## src/rtl/core/bmt_pkg.sv

```systemverilog
// Shared types and codes for the bounded multiset table.
package bmt_pkg;

	localparam logic [2:0] KIND_INSERT      = 3'd0;
	localparam logic [2:0] KIND_ERASE_FIRST = 3'd1;
	localparam logic [2:0] KIND_ERASE_ALL   = 3'd2;
	localparam logic [2:0] KIND_COUNT       = 3'd3;
	localparam logic [2:0] KIND_READ        = 3'd4;

	localparam logic [1:0] ST_OK        = 2'd0;
	localparam logic [1:0] ST_FULL      = 2'd1;
	localparam logic [1:0] ST_NOT_FOUND = 2'd2;
	localparam logic [1:0] ST_RANGE     = 2'd3;

	typedef struct packed {
		logic [2:0]  kind;
		logic [31:0] item;
		logic [5:0]  position;
	} op_in_t;

	typedef struct packed {
		logic [1:0]  status;
		logic [6:0]  answer;
		logic [31:0] read_value;
		logic [6:0]  total_entries;
		logic [6:0]  distinct_entries;
	} op_res_t;

	typedef struct packed {
		logic load;
		logic scan;
		logic rd_issue;
		logic finish;
	} ctl_cmd_t;

	typedef struct packed {
		logic empty;
		logic full;
		logic scan_done;
	} dp_sts_t;

endpackage

```

## src/rtl/core/bounded_multiset_table_top.sv

```systemverilog
// Bounded multiset table: top level joining sequencer and datapath.
// Insert, erase first, erase all and count scan the n live entries through one
// registered memory read port, then finish registers the result. Read at
// position, insert on a full store, any op on an empty store and unused kinds skip
// the scan. Next item is accepted once busy drops. done is high for one cycle
// only; response holds until the next result. Reset empties the table at once.
module bounded_multiset_table_top
	import bmt_pkg::*;
#(
	parameter int DEPTH       = 64,
	parameter int VALUE_WIDTH = 32
) (
	input  logic    clk,
	input  logic    arst_n,
	input  logic    start,
	output logic    busy,
	input  op_in_t  request,
	output logic    done,
	output op_res_t response
);

	ctl_cmd_t cmd;
	dp_sts_t  sts;

	bmt_ctrl u_ctrl (
		.clk    (clk),
		.arst_n (arst_n),
		.start  (start),
		.kind   (request.kind),
		.sts    (sts),
		.cmd    (cmd),
		.busy   (busy)
	);

	bmt_dp #(
		.DEPTH       (DEPTH),
		.VALUE_WIDTH (VALUE_WIDTH)
	) u_dp (
		.clk      (clk),
		.arst_n   (arst_n),
		.request  (request),
		.cmd      (cmd),
		.sts      (sts),
		.done     (done),
		.response (response)
	);

endmodule

```

## src/rtl/core/bmt_ctrl.sv

```systemverilog
// Operation sequencer for the bounded multiset table.
module bmt_ctrl
	import bmt_pkg::*;
(
	input  logic     clk,
	input  logic     arst_n,
	input  logic     start,
	input  logic [2:0] kind,
	input  dp_sts_t  sts,
	output ctl_cmd_t cmd,
	output logic     busy
);

	typedef enum logic [1:0] {S_IDLE, S_SCAN, S_READ, S_FINISH} state_t;

	state_t state_q;
	logic   busy_q;

	always_ff @(posedge clk or negedge arst_n) begin
		if (!arst_n) begin
			state_q <= S_IDLE;
			busy_q  <= 1'b0;
		end else begin
			case (state_q)
				S_IDLE: begin
					if (start) begin
						busy_q <= 1'b1;
						case (kind)
							KIND_INSERT: state_q <= (sts.full || sts.empty) ? S_FINISH : S_SCAN;
							KIND_ERASE_FIRST, KIND_ERASE_ALL, KIND_COUNT:
								state_q <= sts.empty ? S_FINISH : S_SCAN;
							KIND_READ: state_q <= S_READ;
							default: state_q <= S_FINISH;
						endcase
					end
				end
				S_SCAN: begin
					if (sts.scan_done)
						state_q <= S_FINISH;
				end
				S_READ: state_q <= S_FINISH;
				S_FINISH: begin
					state_q <= S_IDLE;
					busy_q  <= 1'b0;
				end
				default: begin
					state_q <= S_IDLE;
					busy_q  <= 1'b0;
				end
			endcase
		end
	end

	assign busy         = busy_q;
	assign cmd.load     = start && !busy_q;
	assign cmd.scan     = (state_q == S_SCAN);
	assign cmd.rd_issue = (state_q == S_READ);
	assign cmd.finish   = (state_q == S_FINISH);

	a_busy_tracks_state: assert property (@(posedge clk) disable iff (!arst_n)
		busy_q == (state_q != S_IDLE)) else $error("busy out of step with state");

	a_finish_frees: assert property (@(posedge clk) disable iff (!arst_n)
		cmd.finish |=> !busy_q) else $error("still busy after finish");

	a_load_sets_busy: assert property (@(posedge clk) disable iff (!arst_n)
		cmd.load |=> busy_q) else $error("not busy after an item was taken");

endmodule

```

## src/rtl/core/bmt_dp.sv

```systemverilog
// Entry store, scan/compaction datapath and result register.
module bmt_dp
	import bmt_pkg::*;
#(
	parameter int DEPTH       = 64,
	parameter int VALUE_WIDTH = 32
) (
	input  logic     clk,
	input  logic     arst_n,
	input  op_in_t   request,
	input  ctl_cmd_t cmd,
	output dp_sts_t  sts,
	output logic     done,
	output op_res_t  response
);

	localparam int AW = (DEPTH > 1) ? $clog2(DEPTH) : 1;
	localparam int CW = $clog2(DEPTH + 1);
	localparam int VW = VALUE_WIDTH;
	localparam logic [CW-1:0] CNT_ONE   = CW'(1);
	localparam logic [CW-1:0] CNT_DEPTH = CW'(DEPTH);

	logic [VW-1:0] mem [DEPTH];

	logic [2:0]    kind_q;
	logic [VW-1:0] val_q;
	logic [5:0]    pos_q;
	logic [CW-1:0] total_q, distinct_q;
	logic [CW-1:0] issue_q, keep_q, match_q, first_pos_q;
	logic          found_q;
	logic          rvld_s1;
	logic [CW-1:0] rdidx_s1;
	logic [VW-1:0] rdata_s1;
	logic          done_q;
	op_res_t       res_q;

	logic [VW+31:0] item_x;
	logic [VW-1:0]  item_v;
	logic [AW+5:0]  pos_a;
	logic [CW+5:0]  pos_x, tot_x;
	logic           in_range;
	logic [AW-1:0]  raddr, waddr;
	logic [VW-1:0]  wdata;
	logic           we;
	logic           hit, skip, is_erase;
	logic           issuing;

	logic [1:0]     st_n;
	logic [CW-1:0]  ans_n, total_n, distinct_n;
	logic [VW+31:0] rd_x;
	logic [31:0]    rd_n;
	logic [CW+6:0]  ans_x, tot7_x, dis7_x;

	assign item_x   = {{VW{1'b0}}, request.item};
	assign item_v   = item_x[VW-1:0];
	assign pos_a    = {{AW{1'b0}}, pos_q};
	assign pos_x    = {{CW{1'b0}}, pos_q};
	assign tot_x    = {6'b0, total_q};
	assign in_range = pos_x < tot_x;

	assign issuing  = cmd.scan && (issue_q != total_q);
	assign raddr    = cmd.rd_issue ? pos_a[AW-1:0] : issue_q[AW-1:0];
	assign is_erase = (kind_q == KIND_ERASE_FIRST) || (kind_q == KIND_ERASE_ALL);
	assign hit      = rvld_s1 && (rdata_s1 == val_q);
	assign skip     = (kind_q == KIND_ERASE_ALL) ? hit : (hit && !found_q);

	always_comb begin
		we    = 1'b0;
		waddr = keep_q[AW-1:0];
		wdata = rdata_s1;
		if (cmd.finish && kind_q == KIND_INSERT && total_q != CNT_DEPTH) begin
			we    = 1'b1;
			waddr = total_q[AW-1:0];
			wdata = val_q;
		end else if (rvld_s1 && is_erase && !skip) begin
			we = 1'b1;
		end
	end

	always_ff @(posedge clk) begin
		if (we)
			mem[waddr] <= wdata;
		rdata_s1 <= mem[raddr];
	end

	always_ff @(posedge clk) begin
		if (cmd.load) begin
			kind_q <= request.kind;
			val_q  <= item_v;
			pos_q  <= request.position;
		end
		if (issuing)
			rdidx_s1 <= issue_q;
		if (rvld_s1 && hit && !found_q)
			first_pos_q <= rdidx_s1;
	end

	always_ff @(posedge clk or negedge arst_n) begin
		if (!arst_n) begin
			issue_q <= '0;
			keep_q  <= '0;
			match_q <= '0;
			found_q <= 1'b0;
			rvld_s1 <= 1'b0;
		end else begin
			rvld_s1 <= issuing;
			if (cmd.load) begin
				issue_q <= '0;
				keep_q  <= '0;
				match_q <= '0;
				found_q <= 1'b0;
			end else begin
				if (issuing)
					issue_q <= issue_q + CNT_ONE;
				if (rvld_s1) begin
					if (hit) begin
						match_q <= match_q + CNT_ONE;
						found_q <= 1'b1;
					end
					if (!skip)
						keep_q <= keep_q + CNT_ONE;
				end
			end
		end
	end

	assign sts.empty     = (total_q == '0);
	assign sts.full      = (total_q == CNT_DEPTH);
	assign sts.scan_done = (issue_q == total_q) && !rvld_s1;

	assign rd_x = {32'b0, rdata_s1};

	always_comb begin
		st_n       = ST_OK;
		ans_n      = '0;
		rd_n       = '0;
		total_n    = total_q;
		distinct_n = distinct_q;
		case (kind_q)
			KIND_INSERT: begin
				if (total_q == CNT_DEPTH) begin
					st_n = ST_FULL;
				end else begin
					total_n = total_q + CNT_ONE;
					if (match_q == '0)
						distinct_n = distinct_q + CNT_ONE;
				end
			end
			KIND_ERASE_FIRST: begin
				if (match_q == '0) begin
					st_n = ST_NOT_FOUND;
				end else begin
					total_n = total_q - CNT_ONE;
					ans_n   = first_pos_q + CNT_ONE;
					if (match_q == CNT_ONE)
						distinct_n = distinct_q - CNT_ONE;
				end
			end
			KIND_ERASE_ALL: begin
				if (match_q == '0) begin
					st_n = ST_NOT_FOUND;
				end else begin
					total_n    = keep_q;
					distinct_n = distinct_q - CNT_ONE;
					ans_n      = match_q;
				end
			end
			KIND_COUNT: begin
				ans_n = match_q;
				if (match_q == '0)
					st_n = ST_NOT_FOUND;
			end
			KIND_READ: begin
				if (in_range)
					rd_n = rd_x[31:0];
				else
					st_n = ST_RANGE;
			end
			default: ;
		endcase
	end

	assign ans_x  = {7'b0, ans_n};
	assign tot7_x = {7'b0, total_n};
	assign dis7_x = {7'b0, distinct_n};

	always_ff @(posedge clk or negedge arst_n) begin
		if (!arst_n) begin
			total_q    <= '0;
			distinct_q <= '0;
			done_q     <= 1'b0;
		end else begin
			done_q <= cmd.finish;
			if (cmd.finish) begin
				total_q    <= total_n;
				distinct_q <= distinct_n;
			end
		end
	end

	always_ff @(posedge clk) begin
		if (cmd.finish) begin
			res_q.status           <= st_n;
			res_q.answer           <= ans_x[6:0];
			res_q.read_value       <= rd_n;
			res_q.total_entries    <= tot7_x[6:0];
			res_q.distinct_entries <= dis7_x[6:0];
		end
	end

	assign done     = done_q;
	assign response = res_q;

	a_total_bound: assert property (@(posedge clk) disable iff (!arst_n)
		total_q <= CNT_DEPTH) else $error("entry count above depth");

	a_distinct_bound: assert property (@(posedge clk) disable iff (!arst_n)
		distinct_q <= total_q) else $error("distinct count above entry count");

	a_keep_behind: assert property (@(posedge clk) disable iff (!arst_n)
		cmd.scan |-> keep_q <= issue_q) else $error("compaction write ahead of scan");

endmodule
```

## config.mk

```make
export PLATFORM = sky130hd
export DESIGN_NAME = bounded_multiset_table_top
export DESIGN_NICKNAME = d
export VERILOG_FILES = /design/src/rtl/core/bmt_pkg.sv /design/src/rtl/core/bounded_multiset_table_top.sv /design/src/rtl/core/bmt_ctrl.sv /design/src/rtl/core/bmt_dp.sv
export SDC_FILE = /design/constraint.sdc
export NUM_CORES = 2
export LEC_CHECK = 0
export BUFFER_PORTS_ARGS = -buffer_cell sky130_fd_sc_hd__buf_2
export CORE_MARGIN = 2
export CORE_UTILIZATION = 61
export CTS_CLUSTER_SIZE = 24
export DETAILED_ROUTE_END_ITERATION = 8
export HOLD_SLACK_MARGIN = 0.02
export PLACE_DENSITY = 0.77
export SKIP_LAST_GASP = 1
export SLEW_MARGIN = 15
export SYNTH_ARGS = -nofsm -noshare
export SYNTH_HDL_FRONTEND = slang
export SYNTH_SLANG_ARGS = --single-unit
```

## constraint.sdc

```tcl
create_clock -name clk -period 8.32 [get_ports clk]
set_clock_uncertainty 0.2 [all_clocks]
set_input_delay 0.416 -clock clk [delete_from_list [all_inputs] [get_ports clk]]
set_output_delay 0.416 -clock clk [all_outputs]
set_load 0.01 [all_outputs]
```

==> summary.md <==
| Metric | Value |
|---|---|
| Outcome | `completed` |
| Residual antenna-violating net count after detailed routing | `0` |
| Final #Nets | `5458` |
| Final Max Tran Viols | `0` |
| Maximum fanout along the worst path | `63` |
| Largest net degree at the start of global routing | `156` |
| CTS Buffer Depth | `3` |
| WL final | `234 mm` |
| Setup bufs post-CTS | `0` |
| Worst Path Arrival | `5.69 ns` |
| Max-cap viol count | `0` |
| DP HPWL | `127 mm` |
| Number of antenna violations at the first check in global routing | `15` |
| Synth cell types | `76` |
| # setup viols final | `0` |
| CP Launch Type | `register` |
| Via/cell ratio | `6.65` |
| Max_slew headroom | `16.1%` |
| Reg clk slew, reported paths | `0.07 ns` |
| Most common cell in the netlist | `edfxtp_1` |
| Max H-tree Level | `4` |
| Syn avg cell area | `16.9 um2` |
| Clock period minus worst slack | `5.19 ns` |
| Post-Syn Nets | `5255` |
| Hold Crit Class | `in -> reg` |
| Critical path cell sequence | `inv_1 > ha_1 > mux2i_4 > buf_12 > buf_4 > buf_4 > mux2i_1 > o22ai_1 > nor2_1 > o21ai_0 > or4_1` |
| CTS tree | `yes` |
| Gr usage total | `31.6%` |
| Mapped cell area | `0.0875 mm2` |
| Final period utilization | `62.3%` |
| CP max stage cell | `buf_4` |
| Max Freq | `193 MHz` |
| Die height | `383 um` |
| R2R setup slack | `3.13 ns` |
| Share of the synthesized area in the top cell type | `74.0%` |
| Skew-Pair Late Insertion Delay | `0.85 ns` |
| CP top delay family | `buffers and inverters` |
| Buf/Inv on CP | `4` |
| Setup TNS | `0 ns` |
| Fillers | `8917` |
| Seq cells post-synth | `2231` |
| Initial Utilization | `61.2%` |
| Number of clock sinks | `2231` |
| Fin. Hold Viols | `0` |
| Vias in the first global route | `48200` |
| Seq/Total Area, Yosys | `75.9%` |
| Most common cell on crit path | `buf_4` |
| Placed Instances | `7047` |
| Synth area leaders | `edfxtp_1 74%, mux2i_1 12%, o22ai_1 3.9%` |
| Register area | `0.0665 mm2` |
| Power Dens Cells | `354 mW/mm2` |
| Ports | `101` |
| Slew @ Worst Pin | `1.26 ns` |
| Crit Path Class | `reg -> reg` |
| Vias | `49800` |
| Gates resized, CTS repair | `0` |
| Area Overhead vs Synth | `12.4%` |
| Num CTS Buffers | `206` |
| Core ar. | `0.143 mm2` |
| Root buffer cell | `clkbuf_16` |
| Synth warn | `0` |
| Die W | `383 um` |
| Critical path required time | `8.83 ns` |
| Post-synth EDFFs | `2158` |
| Residual DRC | `0` |
| Wire per inst | `31.2 um` |
| Synth Flop Type | `edfxtp_1` |
| Share of cells above drive strength 1 | `12.8%` |
| DR iter-0 viols | `6676` |
| I/O Buffers | `100` |
| Largest stage delay on the critical path | `0.86 ns` |
| Top cells by count, synth | `2158 x edfxtp_1, 1020 x mux2i_1, 547 x o22ai_1` |
| Area of the multi-input gates | `0.0202 mm2` |
| Final GP Congestion | `0.916` |
| Die ar. | `0.147 mm2` |
| CP endpoint kind | `register` |
| DRT Pass-1 Iters | `5` |
| Syn Inst Count | `5192` |
| Worst vdd ir | `0.000352 V` |
| Largest area contributor in the netlist | `edfxtp_1` |
| First-pass GRT wire length | `331 mm` |
| Hold buffers post-CTS | `43` |
| Ys async rst share | `1.84%` |
| Leakage | `35.4 nW` |
| Rows | `139` |
| Unrepaired setup endpoints after global routing | `no` |
| Finished Layout Cells | `7494` |
| Total global routing overflow | `0` |
==> state kept, by name, summed over array words and instances (netlist names), 6 cells and up <==
name              flops
u_dp.issue_q          7
u_dp.mem           2048
u_dp.match_q          7
u_dp.rdata_s1        32
u_dp.val_q           32
u_dp.response        55
u_dp.keep_q           7
u_dp.rdidx_s1         7
u_dp.distinct_q       7
u_dp.first_pos_q      7
u_dp.total_q          7
u_dp.pos_q            6
==> layer usage <==
layer	track usage, %	share of wire (%)
met3	7.55	12
met1	42.4	37
met5	0	0.031
met2	48.5	46
met4	16.7	5.4
==> layout by cell type, fill, tap and decap left out, types with 7 or more instances in the layout <==
| master | netlist | layout |
|---|---|---|
| edfxtp_1 | 2158 | 2158 |
| mux2i_1 | 1020 | 1018 |
| o22ai_1 | 547 | 546 |
| clkbuf_16 | 0 | 210 |
| o21ai_0 | 196 | 187 |
| nor2_1 | 207 | 175 |
| nand2_1 | 191 | 160 |
| buf_4 | 17 | 130 |
| buf_2 | 172 | 100 |
| clkinv_2 | 0 | 47 |
| xnor2_1 | 44 | 44 |
| dlygate4sd3_1 | 0 | 43 |
| dfrtp_1 | 41 | 41 |
| clkbuf_1 | 83 | 39 |
| o21ai_1 | 32 | 38 |
| and2_1 | 37 | 36 |
| or4_1 | 34 | 34 |
| inv_1 | 34 | 33 |
| dfxtp_1 | 32 | 32 |
| nand2_2 | 2 | 31 |
| nand3_1 | 30 | 30 |
| clkinv_1 | 0 | 30 |
| nor2_4 | 0 | 29 |
| a21oi_1 | 52 | 26 |
| nor3_1 | 35 | 26 |
| nand4_1 | 26 | 26 |
| a21oi_4 | 0 | 26 |
| nand2b_1 | 25 | 24 |
| bufinv_16 | 0 | 20 |
| ha_1 | 19 | 18 |
| clkbuf_8 | 0 | 18 |
| diode_2 | 0 | 17 |
| xor2_1 | 16 | 16 |
| buf_12 | 0 | 16 |
| nor3_2 | 2 | 11 |
| clkinvlp_4 | 0 | 9 |
| o31ai_1 | 8 | 8 |
| mux2_2 | 8 | 8 |
| or3_1 | 7 | 7 |
==> cell type report <==
| cell class | instances | share of cell area (%) |
|---|---|---|
| flip-flops and latches | 2231 | 67.6 |
| multi-input cells | 2630 | 20.6 |
| clock buffers | 267 | 5.74 |
| well taps | 1903 | 2.42 |
| repair buffers | 292 | 2.33 |
| clock inverters | 120 | 1.22 |
| inverters | 34 | 0.130 |
| diodes | 17 | 0.0432 |
==> path summary, 6_finish.rpt <==
path,start,endpoint,cells after the start
setup / recovery,u_ctrl.state_q[0],u_dp.rdata_s1[23],11
hold / removal,request[35],u_dp.val_q[29],2
setup reg to reg,u_ctrl.state_q[0],u_dp.rdata_s1[23],11
hold reg to reg,u_dp.rdidx_s1[3],u_dp.first_pos_q[3],0
max in group asynchronous,arst_n,u_dp.keep_q[5],2
min in group asynchronous,arst_n,u_ctrl.state_q[1],2
==> power breakdown <==
part / leakage (nW) / internal [W] / switching [W] / total, W
registers: 20.4 / 0.0143 / 0.000452 / 0.0147
clock network: 3.36 / 0.00541 / 0.00406 / 0.00947
logic: 11.6 / 0.00345 / 0.00720 / 0.0106
==> worst register-to-register path, stage by stage, from the launching register on <==
cell and delay, ns:
dfrtp_1 0.44, inv_1 0.12, ha_1 0.69, mux2i_4 0.42
buf_12 0.30, buf_4 0.40, buf_4 0.88, mux2i_1 0.36
o22ai_1 0.12, nor2_1 0.14, o21ai_0 0.36, or4_1 0.63
==> per-stage QoR <==
| step | setup WS [ns] | instance area [um2] | total power [W] | utilization [%] | hold slack [ns] |
|---|---|---|---|---|---|
| floorplan | 2.06 | 87500 | 0.0218 | - | -0.0796 |
| global placement | 3.13 | 91000 | 0.0250 | 63.7 | 0.202 |
| detailed placement | 3.05 | 91100 | 0.0252 | 63.7 | 0.205 |
| CTS | 3.05 | 98300 | 0.0346 | 68.8 | 0.0428 |
| global route | 2.89 | 98400 | 0.0358 | 68.8 | 0.0758 |
| finish | 3.13 | 98400 | 0.0349 | 68.8 | 0.0914 |
==> kinds of logic (layout without fill, tap and decap cells) <==
family,Yosys count,in the layout,share of synthesized area [%]
simple gates,622,622,3.30
compound gates,898,898,6.26
other cells,0,17,0
buf+inv,331,713,1.82
flops,2231,2231,75.9
xor+xnor,60,60,0.600
mux,1030,1030,11.8
fa+ha+maj,20,20,0.283
No activity file was read; power rests on OpenSTA's default activity.
